$ cat src/design/prr_pkg.sv
// Package for the planar reprojection residual block.
// Holds word formats, register indexes, CORDIC constants and the arctangent table.
// Used by every file in the design folder except prr_if.
`timescale 1ns / 1ps

package prr_pkg;

  // Default word format, signed fixed point.
  localparam int WORD_BITS = 32;
  localparam int FRAC_BITS = 16;

  // Configuration register widths and port format.
  localparam int FOCAL_W    = 31;
  localparam int RADIAL_W   = 32;
  localparam int ANGLE_W    = 19;
  localparam int DEPTH_W    = 31;
  localparam int CFG_DATA_W = 32;
  localparam int CFG_IDX_W  = 2;

  // Register indexes on the configuration port.
  typedef enum logic [CFG_IDX_W-1:0] {
    CFG_FOCAL  = 2'd0,
    CFG_RADIAL = 2'd1,
    CFG_ANGLE  = 2'd2,
    CFG_DEPTH  = 2'd3
  } cfg_idx_t;

  // Trigonometric format: Q2.30.
  localparam int TRIG_FRAC    = 30;
  localparam int TRIG_W       = 32;
  localparam int CORDIC_STEPS = 30;
  localparam int CORDIC_XY_W  = 33;
  localparam longint CORDIC_GAIN = 64'd652032874;
  localparam longint HALF_PI_T   = 64'd1686629713;
  localparam longint PI_T        = 64'd3373259426;

  // Sequencer states of the sine and cosine unit.
  typedef enum logic [1:0] {
    CS_IDLE,
    CS_LOAD,
    CS_ROT
  } cordic_state_t;

  // Angle step of CORDIC iteration i, in Q2.30.
  function automatic logic [31:0] cordic_step(input logic [4:0] i);
    logic [31:0] s;
    case (i)
      5'd0:    s = 32'd843314857;
      5'd1:    s = 32'd497837829;
      5'd2:    s = 32'd263043837;
      5'd3:    s = 32'd133525159;
      5'd4:    s = 32'd67021687;
      5'd5:    s = 32'd33543516;
      5'd6:    s = 32'd16775851;
      5'd7:    s = 32'd8388437;
      5'd8:    s = 32'd4194283;
      5'd9:    s = 32'd2097149;
      default: s = 32'd1 << (5'(TRIG_FRAC) - i);
    endcase
    return s;
  endfunction

endpackage

$ cat src/design/prr_delay.sv
// Stallable delay line that carries side data alongside the arithmetic stages.
// Imports prr_pkg but uses nothing from it.
`timescale 1ns / 1ps

module prr_delay #(
  parameter int WIDTH = 32,
  parameter int DEPTH = 2
) (
  input  logic             clk,
  input  logic             en,
  input  logic [WIDTH-1:0] d,
  output logic [WIDTH-1:0] q
);
  import prr_pkg::*;

  logic [WIDTH-1:0] tap [0:DEPTH-1];

  // Shift one place whenever the pipeline advances.
  always_ff @(posedge clk) begin
    if (en) begin
      tap[0] <= d;
      for (int i = 1; i < DEPTH; i++) begin
        tap[i] <= tap[i-1];
      end
    end
  end

  assign q = tap[DEPTH-1];

endmodule

$ cat config.mk
export PLATFORM = sky130hd
export DESIGN_NAME = prr_delay
export DESIGN_NICKNAME = d
export VERILOG_FILES = /design/src/design/prr_pkg.sv /design/src/design/prr_delay.sv
export SDC_FILE = /design/constraint.sdc
export NUM_CORES = 1
export LEC_CHECK = 0
export BUFFER_PORTS_ARGS = -buffer_cell sky130_fd_sc_hd__buf_4
export CORE_ASPECT_RATIO = 1.5
export CORE_MARGIN = 4
export CORE_UTILIZATION = 35
export CTS_CLUSTER_SIZE = 25
export DETAILED_ROUTE_END_ITERATION = 16
export GPL_TIMING_DRIVEN = 1
export PLACE_DENSITY_LB_ADDON = 0.12
export SLEW_MARGIN = 25
export SYNTH_ARGS = -nofsm -noshare
export SYNTH_HDL_FRONTEND = slang
export SYNTH_SLANG_ARGS = --single-unit
$ cat constraint.sdc
create_clock -name clk -period 0.8 [get_ports clk]
set_input_delay 0.16 -clock clk [delete_from_list [all_inputs] [get_ports clk]]
set_output_delay 0.16 -clock clk [all_outputs]
set_load 0.1 [all_outputs]
# Yosys cells after proc, flatten, opt, wreduce, memory -nomap -nowiden
# Memories as Yosys holds them, arrays and structs flattened.
# Cells that the tools add are included.
[word_totals]
ff_bits = 0
ram_bits = 64
inputBits = 34
output_inout_bits = 32
wordCells = 3
memories = 1
[mem_list]
columns = ["name", "depth", "word_bits", "read_ports", "rd_clocked_by_memory_dff", "wr", "line", "text"]
rows = [
  ["tap", 2, 32, 2, 0, 2, "prr_delay.sv:16", "logic [WIDTH-1:0] tap [0:DEPTH-1];"],
]
[op_classes]
muxes = 2
[ops]
columns = ["operator", "n"]
rows = [
  ["2-to-1 mux 1 bit", 2],
]

# Logic depth before layout (Yosys ltp)
[depth]
word_depth = 2
mapped_depth = 1
mapped_depth_nobuf = 0

# Worst setup path before layout
# Ideal clock, no wire load.
[synth_path]
kind = "reg2out"
startpoint = "memory tap[1][0] (netlist: tap[0][32])"
endpoint = "output q[0]"
arrival_time_ns = 0.575
required_time_ns = 0.640
path_slack_ns = 0.065
path_stages_with_launch = 2
path_buffers = 1
cell_sequence = "edfxtp_1 buf_4"
[synth_lines]
columns = ["element", "line", "text"]
rows = [
  ["from (decl)", "prr_delay.sv:16", ""],
  ["to (decl)", "prr_delay.sv:12", "output logic [WIDTH-1:0] q"],
]

==> flow_summary.ini <==
[status]
status = finished, violations left
violations = setup timing

[cts]
numCtsBuffers = 9
cts_setup_buffers = 0
cts-root-buf = clkbuf_8
cts.clk_slew.worst_paths_ns = 0.06
htreeDepth = 3
cts_tree = done
clock_latency_ns = 0.32
cts_buffer_depth = 2
clock-sinks = 64

[logic_synthesis]
synth_top_area_share_pct = 88.89
syn-cell-area_um2 = 2162
synth_top_family_by_area = buffers and inverters
synth_nets = 130
syn_avg_cell_area_um2 = 22.52
syn_inst = 96
yosysSeqAreaShare_pct = 88.89
synth-adder-area-share_pct = 0
ys_top_cells_by_area = edfxtp_1 89%, buf_4 11%
yosys.area.top_type = edfxtp_1
ys_ff_latch = 64
ys_warn_count = 0
synth_mux_area_share_pct = 0
synth-xor-area-share_pct = 0
synth-simple-area-share_pct = 0
synth_cell_types = 2
synth_compound_area_share_pct = 0

[pwr]
power_frac_clock_pct = 31.5
leakage_uw = 0.001234
power.internal_uw = 5821
ir_drop_mv = 2.094
switching_share_pct = 26.55
combPwrFrac_pct = 17.2
switchingPower_uw = 2104
powerDensity_nw_per_um2 = 2490
power_frac_seq_pct = 51.3

[place]
place_hpwl_um = 2077
gp_congestion = 0.6875
placed_area_um2 = 2560
dp_slack_ns = -0.004229
portBuffers = 65

[routing]
ant_nets = 0
route.detailed.drc = 0
wire_per_inst_um = 12.77
vias = 1003
drtIter0Drc = 59
first_pass_iters = 4
routed_wl_um = 3217
vias_per_cell = 3.980

[floorplanning]
initial_core_util_pct = 36.56
dieArea_um2 = 7525
core_um2 = 5913
die_h_um = 104.3
io_pins = 66
rows = 34
die_x_um = 72.18

[global_route]
grt_pass1_vias = 1056
grt_start_max_net_pins = 26
grt_usage_pct = 9.419
grt-ovfl-total = 0
antenna_found_initial = 0
grt_pass1_wl_um = 5057

[sta]
whs_ns = 0.2763
tightest_slew_ns = 0.2070
layout_setup_ws_ns = -0.3000
setup_viol = 32
rsz0062_at_grt = yes
finalSetupTns_ns = -8.441
report.final.slew_viol_count = 0
hold_viol = 0
finalCriticalPeriod_ns = 1.100
finClkSkew_ns = 0.004197
relSlewSlack_pct = 86.23
fmax_mhz = 909.1
period_share_pct = 137.5

[layout]
drive_above_1_share_pct = 44.44
largest_reg_flops = 64
max_flop_register = tap
syn2layout_area_growth_pct = 47.22
ff_latch_area_um2 = 1922
multi_input_area_um2 = 0
nets = 209
num-multi-input-gates = 0
diodes = 0
final_cell_area_um2 = 3183
nFillCells = 469
reg.largest.list = tap x64

[job]
drv_cap = 0

[worst_setup_path]
cpMaxStageDelayCell = edfxtp_1
crit_path_end_kind = primary output
worstSetupPathType = flop to primary output
crit_required_ns = 0.64
path_buf_inv = 1
cp_top_family = flip-flops
startpoint_type = flop
path_max_fanout = 1
crit_chain = buf_6
worstPathArrival_ns = 0.94
cp_slowest_stage_delay_ns = 0.41

[min_path]
hold_path_class = primary input to flop
-- power groups by stage --
stage / logic (µW) / registers [µW] / clock network [µW]
after floorplan: 941 / 4090 / 0
after global placement: 1170 / 4100 / 0
after detailed placement: 1180 / 4110 / 0
after CTS: 1340 / 4070 / 2590
after global routing: 1410 / 4090 / 2780
final: 1360 / 4070 / 2500
-- worst paths after layout --
path / cells past startpoint / from / slack [ns] / to
min reg2reg: 0 / tap[0][22] / 0.42 / tap[0][54]
min: 2 / en / 0.28 / tap[0][29]
max: 1 / tap[0][49] / -0.30 / q[17]
max reg2reg: 0 / tap[0][24] / 0.16 / tap[0][56]
-- placed cells by master, fill, tap and decap left out --
| cell | synthesis | final |
|---|---|---|
| clkinv_2 | 0 | 2 |
| buf_12 | 0 | 3 |
| edfxtp_1 | 64 | 64 |
| buf_4 | 32 | 33 |
| dlygate4sd3_1 | 0 | 32 |
| clkinv_1 | 0 | 2 |
| bufinv_16 | 0 | 1 |
| clkbuf_1 | 0 | 2 |
| buf_6 | 0 | 31 |
| buf_8 | 0 | 1 |
| clkbuf_8 | 0 | 9 |
-- Yosys cell counts, drive strengths merged --
master / instances
buf: 32
edfxtp: 64
-- cell families after synthesis --
family	count (synthesis)
buffers and inverters	32
flip-flops	64
-- timing repair --
item,4_1_cts,5_1_grt
resized for setup,32,1
hold buffers,23,9
endpoints found under the setup margin,32,32
endpoints found under the hold margin,23,9
-- metrics by stage --
step	cells	power [µW]	util, %
floorplan	96	5030	-
global placement	204	5270	43.29
detailed placement	204	5293	43.29
CTS	243	7992	52.24
global route	252	8272	53.83
finish	252	7925	53.83
-- metal layers --
layer | wire length, µm | vias up | GRT usage (%) | share of wire (%)
li1 | - | 482 | - | -
met1 | 1215 | 471 | 9.974 | 38
met2 | 1650 | 46 | 14.08 | 51
met3 | 307 | 4 | 5.899 | 9.5
met4 | 43 | 0 | 5.242 | 1.3
met5 | 0 | - | 0 | 0
-- area by class of cell --
class / count / area share (%)
clock buffers: 11 / 4.127
clock inverters: 5 / 1.494
flip-flops and latches: 64 / 60.38
well taps: 72 / 2.830
repair buffers: 100 / 31.17
Power figures use the tool's default switching activity.
