===== config.mk =====
export PLATFORM = sky130hd
export DESIGN_NAME = prr_mulq
export DESIGN_NICKNAME = d
export VERILOG_FILES = /design/src/design/prr_pkg.sv /design/src/design/prr_mulq.sv
export SDC_FILE = /design/constraint.sdc
export NUM_CORES = 2
export LEC_CHECK = 0
export BUFFER_PORTS_ARGS = -buffer_cell sky130_fd_sc_hd__buf_2
export CELL_PAD_IN_SITES_DETAIL_PLACEMENT = 1
export CELL_PAD_IN_SITES_GLOBAL_PLACEMENT = 2
export CORE_AREA = 2 2 354 444
export CTS_CLUSTER_DIAMETER = 60
export CTS_CLUSTER_SIZE = 12
export DETAILED_ROUTE_END_ITERATION = 10
export DIE_AREA = 0 0 356 446
export GPL_ROUTABILITY_DRIVEN = 0
export GPL_TIMING_DRIVEN = 0
export PLACE_DENSITY = 0.63
export SYNTH_ARGS = -nofsm -noshare
export SYNTH_HDL_FRONTEND = slang
export SYNTH_SLANG_ARGS = --single-unit

===== constraint.sdc =====
create_clock -name clk -period 20.9 [get_ports clk]
set_input_delay 4.18 -clock clk [delete_from_list [all_inputs] [get_ports clk]]
set_output_delay 4.18 -clock clk [all_outputs]
set_load 0.02 [all_outputs]

===== src/design/prr_pkg.sv =====
// Package for the planar reprojection residual block.
// Holds word formats, register indexes, CORDIC constants and the arctangent table.
// Used by every file in the design folder except prr_if.
`timescale 1ns / 1ps

package prr_pkg;

  // Default word format, signed fixed point.
  localparam int WORD_BITS = 32;
  localparam int FRAC_BITS = 16;

  // Configuration register widths and port format.
  localparam int FOCAL_W    = 31;
  localparam int RADIAL_W   = 32;
  localparam int ANGLE_W    = 19;
  localparam int DEPTH_W    = 31;
  localparam int CFG_DATA_W = 32;
  localparam int CFG_IDX_W  = 2;

  // Register indexes on the configuration port.
  typedef enum logic [CFG_IDX_W-1:0] {
    CFG_FOCAL  = 2'd0,
    CFG_RADIAL = 2'd1,
    CFG_ANGLE  = 2'd2,
    CFG_DEPTH  = 2'd3
  } cfg_idx_t;

  // Trigonometric format: Q2.30.
  localparam int TRIG_FRAC    = 30;
  localparam int TRIG_W       = 32;
  localparam int CORDIC_STEPS = 30;
  localparam int CORDIC_XY_W  = 33;
  localparam longint CORDIC_GAIN = 64'd652032874;
  localparam longint HALF_PI_T   = 64'd1686629713;
  localparam longint PI_T        = 64'd3373259426;

  // Sequencer states of the sine and cosine unit.
  typedef enum logic [1:0] {
    CS_IDLE,
    CS_LOAD,
    CS_ROT
  } cordic_state_t;

  // Angle step of CORDIC iteration i, in Q2.30.
  function automatic logic [31:0] cordic_step(input logic [4:0] i);
    logic [31:0] s;
    case (i)
      5'd0:    s = 32'd843314857;
      5'd1:    s = 32'd497837829;
      5'd2:    s = 32'd263043837;
      5'd3:    s = 32'd133525159;
      5'd4:    s = 32'd67021687;
      5'd5:    s = 32'd33543516;
      5'd6:    s = 32'd16775851;
      5'd7:    s = 32'd8388437;
      5'd8:    s = 32'd4194283;
      5'd9:    s = 32'd2097149;
      default: s = 32'd1 << (5'(TRIG_FRAC) - i);
    endcase
    return s;
  endfunction

endpackage


===== src/design/prr_mulq.sv =====
// Two-stage fixed-point multiplier: magnitude product, then rounding and clipping.
// Rounds to nearest with ties away from zero; depends on prr_pkg only by convention.
`timescale 1ns / 1ps

module prr_mulq #(
  parameter int AW    = 32,
  parameter int BW    = 32,
  parameter int W     = 32,
  parameter int SHIFT = 16
) (
  input  logic                 clk,
  input  logic                 en,
  input  logic signed [AW-1:0] a,
  input  logic signed [BW-1:0] b,
  input  logic                 sat_i,
  output logic signed [W-1:0]  q,
  output logic                 sat_o
);
  import prr_pkg::*;

  localparam int PW = AW + BW;
  localparam int RW = PW + 1 - SHIFT;
  localparam int CW = (RW > W) ? RW : W;

  logic [AW-1:0] ua;
  logic [BW-1:0] ub;
  logic [PW-1:0] prod;
  logic          neg1, sat1;

  logic [PW:0]   rnd;
  logic [CW-1:0] qm, lim, qs;
  logic          over;

  assign ua = a[AW-1] ? AW'(-a) : AW'(a);
  assign ub = b[BW-1] ? BW'(-b) : BW'(b);

  // Stage one: product of the magnitudes.
  always_ff @(posedge clk) begin
    if (en) begin
      prod <= PW'(ua) * PW'(ub);
      neg1 <= a[AW-1] ^ b[BW-1];
      sat1 <= sat_i;
    end
  end

  // Round, shift and clip against the word range of the sign.
  always_comb begin
    rnd  = {1'b0, prod} + ((PW + 1)'(1) << (SHIFT - 1));
    qm   = CW'(rnd[PW:SHIFT]);
    lim  = neg1 ? (CW'(1) << (W - 1)) : ((CW'(1) << (W - 1)) - CW'(1));
    over = (qm > lim);
    qs   = over ? lim : qm;
  end

  // Stage two: signed result.
  always_ff @(posedge clk) begin
    if (en) begin
      q     <= neg1 ? -W'(qs) : W'(qs);
      sat_o <= sat1 | over;
    end
  end

endmodule


# == Yosys cells after proc, flatten, opt, wreduce, memory -nomap -nowiden ==
# Index checks and enable logic that the tools add are counted.
# totals
out_inout_bits,33
latchBits,0
ram_bits,0
register_bits,99
mem_bits_ro,0
input_bits,67
mem_count,0
elab_cells,18
# classes
n_lt_le_gt_ge,1
add_sub_neg,4
n_div,0
shift,0
bitwise,2
n_mul,1
n_reduce_logical,0
muxes,5
eq_ne,0
# ops
op,count
32-bit two-way mux,5
32-bit negation,3
"64-bit by 16-bit adder with 65-bit output, second input constant",1
32-bit by 32-bit multiplier with 64-bit output,1
49-bit by 32-bit greater-than comparator with 1-bit output,1
1-bit OR,1
1-bit XOR,1

# == Longest topological paths before layout ==
# logic_depth
depth_word,5
ltp_mapped,37

# == Worst setup path after synthesis ==
# No wires, ideal clock.
# synth_path
kind,input to register
startpoint,input port a[2]
endpoint,register prod[63] (data pin)
cell_stages,36
path_slack_ps,7449
path_buffers,2
setup_time_ps,262
arrival_time_ps,13190
path_cell_list,buf_6 > nor4_2 > nor3b_2 > nand3_1 > or3_4 > nand2b_4 > or4_4 > or3_4 > o31ai_4 > xnor2_1 > clkbuf_1 > nand2_1 > fa_1 > inv_1 > fa_1 > inv_1 > fa_1 > fa_1 > inv_1 > fa_1 > fa_1 > fa_1 > inv_1 > fa_1 > inv_1 > ha_1 > a21o_1 > a21o_1 > a21oi_1 > o21ai_0 > a221o_1 > a21o_1 > a21oi_1 > nor2_1 > a211oi_1 > xnor2_1
# synth_between
elab_chain_len,3
# synth_lines
item,line,rtl
from (decl),prr_mulq.sv:13,"input logic signed [AW-1:0] a,"
32-bit negation,prr_mulq.sv:34,assign ua = a[AW-1] ? AW'(-a) : AW'(a);
32-bit two-way mux *,prr_mulq.sv:34,
32-bit by 32-bit multiplier with 64-bit output *,prr_mulq.sv:40,prod <= PW'(ua) * PW'(ub);
to (signal assigned),prr_mulq.sv:40,
to (decl),prr_mulq.sv:27,logic [PW-1:0] prod;
# Mark *: on every way between the ends. The rest lies on a longest branch, timed or not.
# A chain may end at the register's enable or synchronous reset.

# == Worst setup path in the final report ==
# layout_path
startpoint,input port a[0]
endpoint,register prod[56] (data pin)
# The elaborated chain is that of the path after synthesis.

==> impl_metrics.tcl <==
set metrics [dict create \
    cp.required_ns 21.00 \
    max_freq_ghz 0.0571 \
    dp.final_hpwl_mm 150 \
    area_growth_pct 10.2 \
    layout.nets 5742 \
    drt-vias-per-instance 4.79 \
    crit_type "in2reg" \
    yosys_register_bits 84 \
    ant_nets 0 \
    synthArstFlopShare_pct 0 \
    grt-ovfl-total 0 \
    yosysSeqAreaShare_pct 6.56 \
    worst_slack_ns 3.40 \
    tightest_slew_ns 1.68 \
    synth_cells 4355 \
    cp-end-kind "flip-flop" \
    grt_use_total_pct 21.8 \
    multi_input_area_mm2 0.0318 \
    coreArea_mm2 0.155 \
    cts_buffers 9 \
    cts.repair.resized 0 \
    finalSetupTns_ns 0 \
    dieArea_mm2 0.159 \
    drt_wl_total_mm 173 \
    grt_pass1_vias 34800 \
    io_buffers 95 \
    syn_area_mm2 0.0384 \
    finalCritPeriodShare_pct 83.7 \
    slowest_stage "xor2_1" \
    drc 0 \
    ios 100 \
    fin_crit_ns 17.50 \
    cts_sinks 84 \
    die_width_um 356 \
    vias 31400 \
    synth_flop_cell "edfxtp_1" \
    finalClockSkew_ns 0.0185 \
    clk_latency_ns 0.37 \
    drt_iter0_markers 1781 \
    fillers 18500 \
    synth_edf_count 84 \
    status "complete, but fails checks" \
    cts_buffer_depth 2 \
    initial_core_util_pct 24.8 \
    maxSlewHeadroom_pct -13.0 \
    drv_slew 22 \
    critPathArrivalTime_ns 17.60 \
    cpPeakStageDelay_ns 1.09 \
    antenna_found_initial 13 \
    seq_area_mm2 0.00252 \
    routedWlPerCell_um 26.4 \
    violations "max-capacitance violations, max-slew violations" \
    cp_max_fo 10 \
    num_rows 162 \
    critPathMostFrequentCell "fa_1" \
    maxCapViolCount 6 \
    finalHoldViolations 0 \
    htree_levels 3 \
    synth_cell_types 79 \
    setup_viol 0 \
    root_buffer "clkbuf_16" \
    path_clk_slew_ns 0.07 \
    final_common_cell "inv_1" \
    grt_max_degree 55 \
    postCtsHoldBufs 0 \
    synth_fp_nets 5613 \
    holdCritPathClass "reg2reg" \
    ys_warn_count 0 \
    synth.avg_cell_area_um2 8.82 \
    holdWs_ns 0.508 \
    cts_tree "done" \
    startpoint_type "primary input" \
    dr.pass1.iters 7 \
    grt_setup_unrepaired "no" \
    dp_slack_ns 3.03 \
    die_h_um 446 \
    grt_pass1_wl_mm 245 \
    drive_above_1_share_pct 4.59 \
    final_cell_mix "inv_1, fa_1, nor2_1" \
    post_cts_buffers 0 \
]
==> cells in the mapped netlist, types with 4 or more instances <==
cell	count	area share (%)
inv_1	951	9.3
fa_1	895	47
nor2_1	621	6.1
nand2_1	531	5.2
ha_1	296	9.6
clkbuf_1	177	1.7
xnor2_1	117	2.7
a21oi_1	89	1.2
edfxtp_1	84	6.6
xor2_1	83	1.9
o21ai_0	62	0.81
a21o_1	53	1.0
nand3_1	40	0.52
nand4_1	31	0.50
nor3_1	24	0.31
and2_1	21	0.34
and3_1	21	0.34
nor4_1	21	0.34
or3_1	16	0.26
mux2i_1	13	0.34
and4_1	11	0.25
buf_2	11	0.14
o31ai_1	11	0.21
or2_2	11	0.18
a211oi_1	10	0.20
o21a_1	10	0.20
o211ai_1	9	0.18
o31a_1	9	0.21
a31oi_1	8	0.13
nand2b_1	8	0.13
nor2b_1	8	0.13
o21bai_1	8	0.16
o41ai_1	7	0.16
or4_1	7	0.14
a21boi_0	5	0.098
o21ai_1	5	0.065
a311oi_1	4	0.091
nor3b_1	4	0.078
o2111ai_1	4	0.091
==> kinds of logic after synthesis <==
group,count (synthesis),synth area share (%)
simple gates,1400,15.5
fa+ha+maj,1191,56.3
buf+inv,1144,11.3
compound gates,321,5.48
xor+xnor,200,4.56
flops,84,6.56
mux,15,0.397
==> flip-flops by register name (all words and copies together) (netlist names) <==
register / count
neg1: 1
prod: 49
q: 32
sat1: 1
sat_o: 1
==> layout make-up <==
type | count | share of cell area [%]
diodes | 4 | 0.0236
plain buffers | 192 | 1.79
clock buffers | 9 | 0.532
clock inverters | 7 | 0.186
inverters | 952 | 8.44
multi-input cells | 3127 | 75.1
flip-flops and latches | 84 | 5.96
well taps | 2050 | 6.06
repair buffers | 118 | 1.93
==> metrics by stage <==
step           utilization, %  cells  cell area [µm²]
2_1_floorplan               -   4355            38400
4_1_cts                  27.3   6538            42300
3_3_place_gp             26.8   6500            41500
6_report                 27.3   6543            42300
5_1_grt                  27.3   6540            42300
3_5_place_dp             27.1   6522            42000
==> critical path, delay by kind of cell <==
kind	cells	cell delay (ns)
xor gates and xnor gates	2	1.23
AOI/OAI and AO/OA	10	3.08
buffers and inverters	6	2.28
adders and majority gates	10	4.78
and+or+nand+nor	5	2.00
==> worst paths after layout <==
| path | end | start | depth (start not counted) | slack [ns] |
|---|---|---|---|---|
| setup / recovery | prod[56] | a[0] | 33 | 3.40 |
| hold / removal | sat_o | sat1 | 1 | 0.51 |
| setup reg to reg | q[16] | prod[17] | 21 | 13.98 |
| hold reg to reg | sat_o | sat1 | 1 | 0.51 |
==> routing by layer <==
| metal | part of all wire, % | up-vias | track usage (%) |
|---|---|---|---|
| met1 | 38 | 16800 | 25.3 |
| met2 | 50 | 881 | 38.5 |
| li1 | - | 13400 | - |
| met3 | 4.4 | 319 | 2.40 |
| met5 | 0.0064 | - | 0 |
| met4 | 7.5 | 2 | 13.2 |
Power is left out: the tool's default activity adds up to more than one toggle a clock period on the data nets, which glitch-free logic cannot reach.
