**src/design/prr_pkg.sv**
```systemverilog
// Package for the planar reprojection residual block.
// Holds word formats, register indexes, CORDIC constants and the arctangent table.
// Used by every file in the design folder except prr_if.
`timescale 1ns / 1ps

package prr_pkg;

  // Default word format, signed fixed point.
  localparam int WORD_BITS = 32;
  localparam int FRAC_BITS = 16;

  // Configuration register widths and port format.
  localparam int FOCAL_W    = 31;
  localparam int RADIAL_W   = 32;
  localparam int ANGLE_W    = 19;
  localparam int DEPTH_W    = 31;
  localparam int CFG_DATA_W = 32;
  localparam int CFG_IDX_W  = 2;

  // Register indexes on the configuration port.
  typedef enum logic [CFG_IDX_W-1:0] {
    CFG_FOCAL  = 2'd0,
    CFG_RADIAL = 2'd1,
    CFG_ANGLE  = 2'd2,
    CFG_DEPTH  = 2'd3
  } cfg_idx_t;

  // Trigonometric format: Q2.30.
  localparam int TRIG_FRAC    = 30;
  localparam int TRIG_W       = 32;
  localparam int CORDIC_STEPS = 30;
  localparam int CORDIC_XY_W  = 33;
  localparam longint CORDIC_GAIN = 64'd652032874;
  localparam longint HALF_PI_T   = 64'd1686629713;
  localparam longint PI_T        = 64'd3373259426;

  // Sequencer states of the sine and cosine unit.
  typedef enum logic [1:0] {
    CS_IDLE,
    CS_LOAD,
    CS_ROT
  } cordic_state_t;

  // Angle step of CORDIC iteration i, in Q2.30.
  function automatic logic [31:0] cordic_step(input logic [4:0] i);
    logic [31:0] s;
    case (i)
      5'd0:    s = 32'd843314857;
      5'd1:    s = 32'd497837829;
      5'd2:    s = 32'd263043837;
      5'd3:    s = 32'd133525159;
      5'd4:    s = 32'd67021687;
      5'd5:    s = 32'd33543516;
      5'd6:    s = 32'd16775851;
      5'd7:    s = 32'd8388437;
      5'd8:    s = 32'd4194283;
      5'd9:    s = 32'd2097149;
      default: s = 32'd1 << (5'(TRIG_FRAC) - i);
    endcase
    return s;
  endfunction

endpackage

```
**src/design/prr_cordic.sv**
```systemverilog
// Iterative sine and cosine unit: one CORDIC step per cycle, Q2.30 results.
// Depends on prr_pkg for the constants, the step table and the state type.
`timescale 1ns / 1ps

module prr_cordic #(
  parameter int FRAC_BITS = prr_pkg::FRAC_BITS
) (
  input  logic                               clk,
  input  logic                               rst,
  input  logic                               load,
  input  logic signed [prr_pkg::ANGLE_W-1:0] angle,
  output logic signed [prr_pkg::TRIG_W-1:0]  cos_q,
  output logic signed [prr_pkg::TRIG_W-1:0]  sin_q,
  output logic                               busy
);
  import prr_pkg::*;

  localparam int SH    = TRIG_FRAC - FRAC_BITS;
  localparam int A_RAW = ANGLE_W + SH + 2;
  localparam int A_W   = (A_RAW > 35) ? A_RAW : 35;

  cordic_state_t state, state_next;

  logic signed [A_W-1:0]         acc;
  logic signed [CORDIC_XY_W-1:0] x, y;
  logic [4:0]                    step;
  logic                          flip;

  logic signed [A_W-1:0]         a_ext;
  logic signed [CORDIC_XY_W-1:0] dx, dy, x_new, y_new;
  logic signed [A_W-1:0]         da;
  logic                          last;

  // State register.
  always_ff @(posedge clk) begin
    if (rst) begin
      state <= CS_LOAD;
    end else begin
      state <= state_next;
    end
  end

  assign last = (step == 5'(CORDIC_STEPS - 1));

  // Next state: a load restarts the sequence from any state.
  always_comb begin
    state_next = state;
    unique case (state)
      CS_IDLE: state_next = CS_IDLE;
      CS_LOAD: state_next = CS_ROT;
      CS_ROT:  state_next = last ? CS_IDLE : CS_ROT;
      default: state_next = CS_IDLE;
    endcase
    if (load) begin
      state_next = CS_LOAD;
    end
  end

  assign busy = (state != CS_IDLE);

  // One rotation step.
  always_comb begin
    a_ext = A_W'(angle) <<< SH;
    dx    = y >>> step;
    dy    = x >>> step;
    da    = A_W'(cordic_step(step));
    if (acc >= 0) begin
      x_new = x - dx;
      y_new = y + dy;
    end else begin
      x_new = x + dx;
      y_new = y - dy;
    end
  end

  // Angle reduction, iteration and the final quadrant correction.
  always_ff @(posedge clk) begin
    if (state == CS_LOAD) begin
      x    <= CORDIC_XY_W'(CORDIC_GAIN);
      y    <= '0;
      step <= '0;
      if (a_ext > A_W'(HALF_PI_T)) begin
        acc  <= a_ext - A_W'(PI_T);
        flip <= 1'b1;
      end else if (a_ext < -A_W'(HALF_PI_T)) begin
        acc  <= a_ext + A_W'(PI_T);
        flip <= 1'b1;
      end else begin
        acc  <= a_ext;
        flip <= 1'b0;
      end
    end else if (state == CS_ROT) begin
      x    <= x_new;
      y    <= y_new;
      step <= step + 5'd1;
      acc  <= (acc >= 0) ? acc - da : acc + da;
      if (last) begin
        cos_q <= flip ? TRIG_W'(-x_new) : TRIG_W'(x_new);
        sin_q <= flip ? TRIG_W'(-y_new) : TRIG_W'(y_new);
      end
    end
  end

endmodule

```
**config.mk**
```make
export PLATFORM = sky130hd
export DESIGN_NAME = prr_cordic
export DESIGN_NICKNAME = d
export VERILOG_FILES = /design/src/design/prr_pkg.sv /design/src/design/prr_cordic.sv
export SDC_FILE = /design/constraint.sdc
export NUM_CORES = 1
export LEC_CHECK = 0
export ABC_AREA = 0
export BUFFER_PORTS_ARGS = -buffer_cell sky130_fd_sc_hd__buf_4
export CORE_MARGIN = 2
export CORE_UTILIZATION = 30
export CTS_CLUSTER_DIAMETER = 100
export DETAILED_ROUTE_END_ITERATION = 6
export PLACE_DENSITY = 0.49
export SLEW_MARGIN = 20
export SYNTH_ARGS = -nofsm -noshare
export SYNTH_HDL_FRONTEND = slang
export SYNTH_SLANG_ARGS = --single-unit
export TNS_END_PERCENT = 50
```
**constraint.sdc**
```tcl
create_clock -name clk -period 6.5 [get_ports clk]
set_input_delay 0.65 -clock clk [delete_from_list [all_inputs] [get_ports clk]]
set_output_delay 0.65 -clock clk [all_outputs]
set_load 0.01 [all_outputs]
```
Word-level counts from Yosys, hierarchy flattened
Cells that the tools add are included.
- add/sub/neg operators: 12
- order comparisons: 3
- equal/unequal tests: 12
- shifts and indexed selects: 3
- multiplexer cells: 13
- bitwise operators: 1
- reductions and logical operators: 5
- operator list (operator ; count):
    one-hot mux 32 bit (10 select lines) ; 1
    two-way mux 35 bit ; 5
    adder 33 bit ; 2
    two-way mux 33 bit ; 2
    >>> shifter 33 x 5 -> 33 bit ; 2
    subtractor 33 bit ; 2
    two-way mux 32 bit ; 2
    negator 32 bit ; 2
    adder 35 x 33 -> 35 bit ; 1
    >= comparator 35 x 1 -> 1 bit (second input constant) ; 1
    subtractor 35 x 33 -> 35 bit ; 1
    adder 33 x 33 -> 34 bit (second input constant) ; 1
    subtractor 33 x 33 -> 34 bit (second input constant) ; 1
    > comparator 33 x 32 -> 1 bit (second input constant) ; 1
    less-than comparator 33 x 32 -> 1 bit (second input constant) ; 1
    left shift 1 x 5 -> 32 bit (first input constant) ; 1
    equality test 5 x 3 -> 1 bit (second input constant) ; 4
    equality test 5 x 2 -> 1 bit (second input constant) ; 2
    equality test 5 x 4 -> 1 bit (second input constant) ; 2
    adder 5 x 1 -> 5 bit (second input constant) ; 1
    equality test 5 x 1 -> 1 bit (second input constant) ; 1
    equality test 5 bit (second input constant) ; 1
    logical NOT 5 bit ; 1
    subtractor 5 bit (first input constant) ; 1
    other kinds (9) ; 10
- register bits after elaboration: 173
- output and inout port bits: 65
- logic and storage cells: 57

Depth between registers and ports, before layout
Gate-level depths: netlist of the first run.
- depth in word-level cells: 7
- mapped depth: 34
- depth with buffers taken out: 27

Least setup slack after synthesis of the first run
OpenSTA, ideal clock, no wires.
- path type: flip-flop to flip-flop
- start point: register step[1]
- end point: register cos_q[0] (netlist bit) (enable)
- data arrival time: 6.570 ns
- data required time: 5.922 ns
- path slack: -0.648 ns
- cell stages (with the launch flop): 10
- cells stage by stage: dfxtp_1 buf_6 buf_12 buf_12 inv_1 ha_1 clkbuf_1 clkbuf_1 nand3_1 nor3b_1
- cells in the longest elaborated chain, start to end: 2
- RTL lines (what ; RTL line ; source):
    from (decl) ; prr_cordic.sv:26 ; logic [4:0] step;
    from (signal assigned) ; prr_cordic.sv:95 ; step <= step + 5'd1;
    equality test 5 bit ; prr_cordic.sv:43 ; assign last = (step == 5'(CORDIC_STEPS - 1));
    AND reduction 3 bit (no source line) ; n/a ;
    to (signal assigned) ; prr_cordic.sv:98 ; cos_q <= flip ? TRIG_W'(-x_new) : TRIG_W'(x_new);
    to (decl) ; prr_cordic.sv:12 ; output logic signed [prr_pkg::TRIG_W-1:0] cos_q,
Every way passes these cells.
A chain may end at the register's enable or synchronous reset.

Worst setup path after layout of the first run
- start point: register step[0]
- end point: register sin_q[31] (netlist bit) (data pin)
- cells in the longest elaborated chain, start to end: 5
- elaborated cells between the ends (all ways): 6
- classes of those cells: 3 x add/sub; 1 x shift; 2 x mux
- RTL lines (what ; RTL line ; source):
    >>> shifter 33 x 5 -> 33 bit (*) ; prr_cordic.sv:65 ; dy = x >>> step;
    subtractor 33 bit or adder 33 bit (tied branches) ; prr_cordic.sv:72, prr_cordic.sv:69 ;
    two-way mux 33 bit (*) ; prr_cordic.sv:67 ; if (acc >= 0) begin
    negator 32 bit ; prr_cordic.sv:99 ; sin_q <= flip ? TRIG_W'(-y_new) : TRIG_W'(y_new);
    two-way mux 32 bit (*) ; prr_cordic.sv:99 ;
    to (signal assigned) ; prr_cordic.sv:99 ;
    to (decl) ; prr_cordic.sv:13 ; output logic signed [prr_pkg::TRIG_W-1:0] sin_q,
Mark *: on every way between the ends. The rest lies on a longest branch, timed or not.

==> flow_summary.json, run 1 <==
{
  "status": "finished, violations left",
  "violations": "negative setup slack",
  "die_w_um": 269.5,
  "die_area_um2": 72650,
  "drc": 0,
  "hold_viol_final": 0,
  "io_buffers": 86,
  "endpoint_kind": "flip-flop",
  "place.gp.congestion": 0.9368,
  "worstSetupStartpointType": "flip-flop",
  "crit_arrival_ns": 6.77,
  "setup_viol": 1,
  "pin_count": 87,
  "num_antenna_cells": 0,
  "wl_per_cell_um": 20.65,
  "num_rows": 97,
  "rsz0062_at_grt": "yes",
  "crit_type": "reg -> reg",
  "area_growth_pct": 38.12,
  "dpl.hpwl_um": 65790,
  "synth.distinct_cells": 105,
  "r2r-end": "sin_q[31]$_DFFE_PP_",
  "grt_max_degree": 65,
  "crit_chain": "buf_12, buf_12, buf_4, mux4_2, buf_6, a22oi_2, o21a_1, or4bb_4, nor4_4, buf_4, nand3b_1, nand2_1, xnor2_2, ha_1, a311o_1, o31ai_4, o41ai_2, a31oi_2, xnor2_2, nand2b_4, or2_4, or4_4, o41ai_4, xnor2_1",
  "synth_seq_cells": 173,
  "syn_nets": 2624,
  "finalCriticalPeriod_ns": 6.517,
  "skew_ns": 0.02133,
  "setup_slack_ns": -0.01745,
  "core_area_um2": 69910,
  "hold_path_class": "in -> reg",
  "drv_cap": 0,
  "ys.flop_type": "edfxtp_1",
  "root_buffer": "clkbuf_16",
  "power_density_nw_per_um2": 194.1,
  "syn_area_per_cell_um2": 8.525,
  "ir_drop_mv": 0.1829,
  "rrSetupSlack_ns": -0.02,
  "worst_slew_pin_slew_ns": 0.9594,
  "min_path_cells": 2,
  "cp_slowest_cell": "mux4_2",
  "nFillCells": 7072,
  "critPathMaxStageDelay_ns": 0.57,
  "synthCells": 2481,
  "worstHoldEndpoint": "state[0]$_SDFF_PP1_",
  "wirelength_um": 84380,
  "clk_pin_slew_ns": 0.08,
  "grt_antenna_before_repair": 0,
  "power_leakage_nw": 11.92,
  "fin_nets": 3277,
  "relSlewSlack_pct": 36.04,
  "ant_nets": 0,
  "cts_buffers": 17,
  "holdCritStartpoint": "rst",
  "critPathMaxFanout": 6,
  "yosysSeqAreaShare_pct": 21.11,
  "fmax_ghz": 0.1534,
  "syn_area_um2": 21150,
  "layout-drive-gt1-share_pct": 35.94,
  "drt_iter0_drc": 1379,
  "period_share_pct": 100.3,
  "insertion_delay_ns": 0.51,
  "vias_per_cell": 5.430,
  "maxSlewViolCount": 0,
  "layout_commonest_cell": "buf_4",
  "die_h_um": 269.5,
  "synth-edff-count": 100,
  "initial_core_util_pct": 30.26,
  "cts.sinks": 173,
  "clk_path_buf_depth": 2,
  "cts_hold_buf": 0,
  "place_inst": 3991,
  "grt_pass1_vias": 21930,
  "grt_pass1_wl_um": 127500,
  "r2r_cells": 24,
  "grt.total_usage_pct": 22.41,
  "regToRegStartpoint": "step[0]$_SDFFE_PP0P_",
  "final_cell_mix": "753 x buf_4, 215 x nand2_1, 207 x nor2_1",
  "cts_tree": "done",
  "vias": 22190,
  "stdcell_count": 4087,
  "synthArstFlopShare_pct": 0,
  "required_ns": 6.75,
  "dr.pass1.iters": 7,
  "h-tree-depth": 4,
  "grt_overflow": 0,
  "yosys_warnings": 0,
  "power_mw": 5.671
}
stage by stage:
stage	hold WS (ns)	TNS [ns]	area, um2	setup WS [ns]	utilization (%)
after floorplan	0.4657	-2.049	21160	-0.2800	-
after global placement	0.4844	-3.888	27020	-0.3659	38.66
after detailed placement	0.4906	-8.492	27020	-0.5658	38.66
after CTS	0.3378	0	28020	0.003841	40.08
after global routing	0.3641	-1.678	29210	-0.2114	41.79
final	0.3767	-0.01745	29210	-0.01745	41.79
flip-flops by register name (all words and copies together) (netlist names):
name	cells
acc	35
cos_q	32
flip	1
sin_q	32
state	2
step	5
x	33
y	33
synth_stat cells, drive strengths merged (49+ instances only):
cell | n | area (um2)
a21o | 54 | 405.4
a21oi | 142 | 710.7
buf | 63 | 540.5
clkbuf | 89 | 337.8
dfxtp | 73 | 1461
edfxtp | 100 | 3003
ha | 118 | 1476
inv | 62 | 232.7
mux2i | 81 | 810.8
mux4 | 74 | 1730
nand2 | 219 | 822.0
nand3 | 49 | 245.2
nor2 | 216 | 810.8
o21ai | 176 | 880.8
xnor2 | 173 | 1515
xor2 | 75 | 656.9
cell families after synthesis:
group                    share of synthesized area (%)
AO/OA/AOI/OAI                                    23.62
XOR/XNOR                                         10.27
adder cells (fa/ha/maj)                          7.264
buffers and inverters                            5.271
flip-flops                                       21.11
multiplexers                                     14.06
AND/OR/NAND/NOR                                  18.41
routing by layer:
layer	vias up	track usage (%)	wire, um
met1	10880	28.13	36960
met3	101	2.636	3186
met2	540	39.89	41960
li1	10680	-	-
met5	-	0	0
met4	0	6.974	2270
layout make-up:
class                   instances  area, um2  area share, %
well taps                     940       1176          4.026
inverters                      63      236.5         0.8095
multi-input cells            2093      16520          56.55
clock inverters                12      95.09         0.3255
clock buffers                  20      479.2          1.640
repair buffers                786       6225          21.31
flip-flops and latches        173       4481          15.34
critical path, delay by kind of cell, from the launching register on:
family          cells  cell delay, ns
simple gates        7            2.09
compound gates      7            1.81
buf+inv             5            0.74
mux                 1            0.57
flops               1            0.41
fa+ha+maj           1            0.36
xor+xnor            3            0.30
power by group:
| group | switching [mW] | internal [mW] |
|---|---|---|
| logic | 1.65 | 1.57 |
| clock network | 0.562 | 0.543 |
| registers | 0.0352 | 1.31 |
| total | 2.25 | 3.42 |
worst max-delay path by stage:
stage / start / cells after the start / slack (ns) / end
final: step[0]$_SDFFE_PP0P_ / 24 / -0.02 / sin_q[31]$_DFFE_PP_
after global routing: step[0]$_SDFFE_PP0P_ / 28 / -0.21 / sin_q[27]$_DFFE_PP_
after CTS: step[0]$_SDFFE_PP0P_ / 27 / 0.004 / cos_q[28]$_DFFE_PP_
after detailed placement: step[1]$_SDFFE_PP0P_ / 23 / -0.57 / sin_q[31]$_DFFE_PP_
after global placement: step[1]$_SDFFE_PP0P_ / 23 / -0.37 / sin_q[31]$_DFFE_PP_
after floorplan: step[0]$_SDFFE_PP0P_ / 31 / -0.28 / sin_q[31]$_DFFE_PP_
what timing repair did:
action / in CTS / in global routing
setup endpoints to repair: 36 / 43
buffers inserted: 11 / 52
gates resized for setup: 77 / 170
hold endpoints to repair: 0 / 0
pin swaps: 22 / 84
cloned: 1 / 2
Note: power is estimated with default switching activity, not from simulation.
==> inputs of run 2 (changes only) <==
--- a/config.mk
+++ b/config.mk
@@ -6,7 +6,7 @@
 export NUM_CORES = 1
 export LEC_CHECK = 0
 export ABC_AREA = 0
-export BUFFER_PORTS_ARGS = -buffer_cell sky130_fd_sc_hd__buf_4
+export BUFFER_PORTS_ARGS = -buffer_cell sky130_fd_sc_hd__buf_2
 export CORE_MARGIN = 2
 export CORE_UTILIZATION = 30
 export CTS_CLUSTER_DIAMETER = 100
==> run 2 against run 1 <==
- the flow still finishes with violations (negative setup slack)
- power down 1.5%
- flip-flop and latch count unchanged
- cell count fell by 0.20%
- clock skew down 0.0045 ns
- utilization decreased by 0.64 points
- hold slack worse by 0.021 ns
- maximum frequency hardly changed
- global-route usage increased by 0.11 points
- die area stayed put
- sequential power is essentially flat
- setup slack improved by 0.0055 ns
- largest power group unchanged
==> flow_summary.json, run 2 (synthesis results as in run 1) <==
{
  "status": "finished, violations left",
  "violations": "negative setup slack",
  "h-tree-depth": 4,
  "vias": 22250,
  "cp_slowest_cell": "or4_4",
  "relSlewSlack_pct": 30.20,
  "period_share_pct": 100.2,
  "required_ns": 6.76,
  "hold_viol_final": 0,
  "pin_count": 87,
  "r2r-end": "sin_q[30]$_DFFE_PP_",
  "busiest_layer": "met2",
  "num_antenna_cells": 0,
  "io_buffers": 86,
  "core_area_um2": 69910,
  "insertion_delay_ns": 0.52,
  "cts_tree": "done",
  "grt.total_usage_pct": 22.52,
  "grt_antenna_before_repair": 0,
  "fmax_ghz": 0.1536,
  "tns_ns": -0.01190,
  "endpoint": "sin_q[30]$_DFFE_PP_",
  "die_h_um": 269.5,
  "cts_buffers": 17,
  "internal_power_mw": 3.362,
  "pwr-share-seq_pct": 24.1,
  "layout_commonest_cell": "buf_4",
  "initial_core_util_pct": 30.26,
  "startpoint": "step[1]$_SDFFE_PP0P_",
  "clk_pin_slew_ns": 0.09,
  "p_clk_share_pct": 19.5,
  "drt_iter0_drc": 1407,
  "num_rows": 97,
  "pre_cts_slack_ns": -0.5632,
  "finalCriticalPeriod_ns": 6.512,
  "endpoint_kind": "flip-flop",
  "root_buffer": "clkbuf_16",
  "worst_slew_pin_slew_ns": 1.040,
  "fin_nets": 3269,
  "rrSetupSlack_ns": -0.01,
  "worstSetupStartpointType": "flip-flop",
  "multiInputGateArea_um2": 16400,
  "area_growth_pct": 35.99,
  "combPwrFrac_pct": 56.3,
  "p_sw_share_pct": 39.82,
  "fin_util_pct": 41.15,
  "crit_type": "reg -> reg",
  "wl_per_cell_um": 20.55,
  "die_area_um2": 72650,
  "grt_use_met1_pct": 28.14,
  "critPathMaxStageDelay_ns": 0.51,
  "met3_usage_pct": 2.868,
  "vias_per_cell": 5.454,
  "maxSlewViolCount": 0,
  "regArea_um2": 4481,
  "die_w_um": 269.5,
  "dr.pass1.iters": 5,
  "wirelength_um": 83830,
  "ant_nets": 0,
  "power_density_nw_per_um2": 194.2,
  "drc": 0,
  "top_regs": "acc (35), x (33), y (33)",
  "r2r_cells": 29,
  "switchingPower_mw": 2.224,
  "cts_hold_buf": 0,
  "grt_pass1_wl_um": 128500,
  "layout-drive-gt1-share_pct": 35.58,
  "hold_path_class": "in -> reg",
  "grt_max_degree": 84,
  "dpl.hpwl_um": 65820,
  "largest_register_ffs": 35,
  "final_cell_mix": "667 x buf_4, 211 x nand2_1, 209 x nor2_1",
  "grt_util_met2_pct": 39.39,
  "skew_ns": 0.01681,
  "drv_cap": 0,
  "power_mw": 5.587,
  "setup_viol": 1,
  "regToRegStartpoint": "step[1]$_SDFFE_PP0P_",
  "path_common_cell": "buf_4",
  "crit_arrival_ns": 6.77,
  "place.gp.congestion": 0.9471,
  "nFillCells": 7158,
  "critPathMaxFanout": 9,
  "power_leakage_nw": 11.76,
  "ir_drop_mv": 0.1453,
  "clk_path_buf_depth": 2,
  "grt_overflow": 0,
  "cts.sinks": 173,
  "setup_slack_ns": -0.01190,
  "grt_pass1_vias": 22170,
  "rsz0062_at_grt": "yes",
  "top_register": "acc"
}
run 2: cell types whose count changed in the layout (fill, tap and decap cells not counted), moves of 4 or more:
cell	previous run	this run
buf_2	0	86
buf_4	753	667
buf_12	17	11
a31oi_1	28	33
a31oi_2	6	1
buf_6	11	6
nand2_1	215	211
nand2_2	4	8
run 2: how the worst min path moves through the flow:
stage                           start                  end  slack [ns]  depth (start not counted)
floorplan           x[0]$_SDFFE_PP0P_    x[0]$_SDFFE_PP0P_        0.47                          2
global placement    x[0]$_SDFFE_PP0P_    x[0]$_SDFFE_PP0P_        0.49                          2
detailed placement  x[0]$_SDFFE_PP0P_    x[0]$_SDFFE_PP0P_        0.49                          2
CTS                               rst  state[0]$_SDFF_PP1_        0.34                          2
global route                      rst  state[0]$_SDFF_PP1_        0.36                          2
finish                            rst  state[0]$_SDFF_PP1_        0.36                          2
run 2: per-stage QoR:
step	hold slack, ns	std cells	area (um2)
4_1_cts	0.3396	4048	28020
3_3_place_gp	0.4912	3994	26860
2_1_floorplan	0.4657	2481	21160
5_1_grt	0.3585	4079	28760
3_5_place_dp	0.4903	3994	26860
6_report	0.3557	4079	28760
run 2: what timing repair did:
action / in CTS / in global routing
pin swaps: 32 / 53
setup endpoints to repair: 37 / 45
buffers inserted: 21 / 29
gates cloned: 1 / 2
gates resized for setup: 96 / 124
run 2: critical path: cells and delay by family, from the launching register on:
kind                       cells  cell delay [ns]
DFF                            1             0.40
and+or+nand+nor                5             1.15
buffers and inverters         10             1.51
xor gates and xnor gates       2             0.20
AOI/OAI and AO/OA             10             2.29
muxes                          1             0.31
adders and majority gates      1             0.40
run 2: metal layers:
layer / share of wire, % / up-vias
li1: - / 10660
met1: 43 / 10850
met2: 49 / 590
met3: 4.0 / 146
met4: 3.3 / 0
met5: 0 / -
run 2: layout make-up:
| class | instances | share of cell area [%] |
|---|---|---|
| flip-flops and latches | 173 | 15.58 |
| inverters | 63 | 0.8395 |
| clock buffers | 18 | 1.492 |
| well taps | 940 | 4.089 |
| clock inverters | 14 | 0.5394 |
| multi-input cells | 2093 | 57.01 |
| repair buffers | 778 | 20.45 |
run 2: power groups by stage:
stage	combinational, mW	clock (mW)	sequential (mW)
final	3.15	1.09	1.35
after global routing	3.47	1.16	1.36
after CTS	3.05	1.12	1.35
after detailed placement	2.96	0	1.37
after global placement	2.91	0	1.37
after floorplan	1.84	0	1.36
==> inputs of run 3 (changes only) <==
--- a/config.mk
+++ b/config.mk
@@ -8,10 +8,11 @@
 export ABC_AREA = 0
 export BUFFER_PORTS_ARGS = -buffer_cell sky130_fd_sc_hd__buf_2
 export CORE_MARGIN = 2
-export CORE_UTILIZATION = 30
+export CORE_UTILIZATION = 58
 export CTS_CLUSTER_DIAMETER = 100
 export DETAILED_ROUTE_END_ITERATION = 6
-export PLACE_DENSITY = 0.49
+export PLACE_DENSITY = 0.82
+export SKIP_LAST_GASP = 1
 export SLEW_MARGIN = 20
 export SYNTH_ARGS = -nofsm -noshare
 export SYNTH_HDL_FRONTEND = slang
==> run 3 against run 2 <==
- the run still ends with negative setup slack left
- hold slack improved by 0.018 ns
- utilization rose by 37 points
- largest power group unchanged
- sequential share of layout area rose by 0.48 points
==> flow_summary.json, run 3 (synthesis results as in run 1) <==
{
  "cts.sinks": 173,
  "cp_slowest_cell": "mux4_1",
  "pin_count": 87,
  "drt_iter0_drc": 2934,
  "worstSetupStartpointType": "flip-flop",
  "final_cell_mix": "578 x buf_4, 215 x nand2_1, 210 x nor2_1",
  "largest_register_ffs": 35,
  "initial_core_util_pct": 59.18,
  "vias_per_cell": 6.866,
  "hold_path_class": "in -> reg",
  "grt_pass1_wl_um": 127900,
  "grt_overflow": 0,
  "dr.pass1.iters": 7,
  "setup_viol": 8,
  "setup_slack_ns": -0.1905,
  "status": "finished, violations left",
  "tns_ns": -0.4323,
  "hold_viol_final": 0,
  "critPathMaxStageDelay_ns": 0.59,
  "maxSlewViolCount": 0,
  "relSlewSlack_pct": 35.74,
  "layout-drive-gt1-share_pct": 34.42,
  "grt.total_usage_pct": 42.80,
  "fin_nets": 3195,
  "drc": 0,
  "clk_pin_slew_ns": 0.07,
  "crit_arrival_ns": 6.92,
  "period_share_pct": 102.9,
  "violations": "negative setup slack",
  "area_growth_pct": 31.83,
  "insertion_delay_ns": 0.49,
  "power_mw": 5.750,
  "rsz0062_at_grt": "yes",
  "drv_cap": 0,
  "fmax_ghz": 0.1495,
  "power_leakage_nw": 11.49,
  "die_w_um": 195.0,
  "ant_nets": 0,
  "io_buffers": 86,
  "cts_tree": "done",
  "die_h_um": 195.0,
  "holdCritStartpoint": "rst",
  "wirelength_um": 86900,
  "dpl.hpwl_um": 62230,
  "grt_antenna_before_repair": 1,
  "grt_max_degree": 65,
  "wl_per_cell_um": 24.65,
  "vias": 24210,
  "worst_slew_pin_slew_ns": 0.9639,
  "place.gp.congestion": 1.084,
  "die_area_um2": 38010,
  "regToRegStartpoint": "step[1]$_SDFFE_PP0P_",
  "finalCriticalPeriod_ns": 6.690,
  "root_buffer": "clkbuf_16",
  "h-tree-depth": 4,
  "fin_hold_ws_ns": 0.3736,
  "num_antenna_cells": 0,
  "startpoint": "step[1]$_SDFFE_PP0P_",
  "layout_commonest_cell": "buf_4",
  "nFillCells": 2319,
  "num_rows": 69,
  "endpoint_kind": "flip-flop",
  "skew_ns": 0.01432,
  "top_register": "acc",
  "top_regs": "acc (35), x (33), y (33)",
  "clk_path_buf_depth": 2,
  "ir_drop_mv": 0.3061,
  "core_area_um2": 35740,
  "grt_pass1_vias": 23360,
  "required_ns": 6.73,
  "power_density_nw_per_um2": 206.2,
  "crit_type": "reg -> reg",
  "cts_buffers": 17,
  "critPathMaxFanout": 16
}
==> run 3: path summary, 6_finish.rpt <==
kind	cells past startpoint	slack, ns	end
min reg2reg	2	0.51	x[0]$_SDFFE_PP0P_
min	2	0.37	state[0]$_SDFF_PP1_
max	28	-0.19	cos_q[29]$_DFFE_PP_
max reg2reg	28	-0.19	cos_q[29]$_DFFE_PP_
==> run 3: worst max-delay path, delay by kind of cell (launching register included) <==
kind | cells | cell delay, ns
compound gates | 4 | 1.22
xor+xnor | 3 | 0.82
fa+ha+maj | 1 | 0.27
buf+inv | 8 | 1.19
flops | 1 | 0.42
mux | 4 | 1.18
simple gates | 8 | 1.31
==> run 3: power by group <==
group	switching [mW]	internal, mW
Sequential	0.0375	1.31
Clock	0.525	0.576
Combinational	1.77	1.53
Total	2.33	3.42
==> run 3: final cells by class <==
cell class              count  area (um2)  share of cell area, %
multi-input cells        2093       16660                  59.75
repair buffers            704        5360                  19.22
flip-flops and latches    173        4478                  16.06
well taps                 461       576.8                  2.069
clock buffers              22       454.2                  1.629
inverters                  63       236.5                 0.8481
clock inverters            10       116.4                 0.4173
==> run 3: metrics by stage <==
step / instance area [um2] / utilization, % / cells / setup WS [ns]
2_1_floorplan: 21160 / - / 2481 / -0.2800
3_3_place_gp: 25610 / 71.66 / 3433 / -0.2720
3_5_place_dp: 25610 / 71.66 / 3433 / -0.5121
4_1_cts: 26620 / 74.47 / 3486 / -0.03886
5_1_grt: 27880 / 78.02 / 3526 / -0.4326
6_report: 27880 / 78.02 / 3526 / -0.1905
==> run 3: timing repair <==
action / CTS / global route
hold buffers: 0 / 0
endpoints found under the setup margin: 34 / 44
cloned: 0 / 1
resized for setup: 67 / 208
endpoints found under the hold margin: 0 / 0
pin swaps: 21 / 93
setup buffers: 21 / 40
==> run 3: metal layers <==
metal / up-vias / track usage, % / share of wire [%] / wire [um]
met3: 528 / 7.566 / 9.7 / 8414
met4: 0 / 24.48 / 7.1 / 6170
li1: 10530 / - / - / -
met2: 1724 / 73.41 / 48 / 41350
met5: - / 0 / 0 / 0
met1: 11430 / 50.51 / 36 / 30970
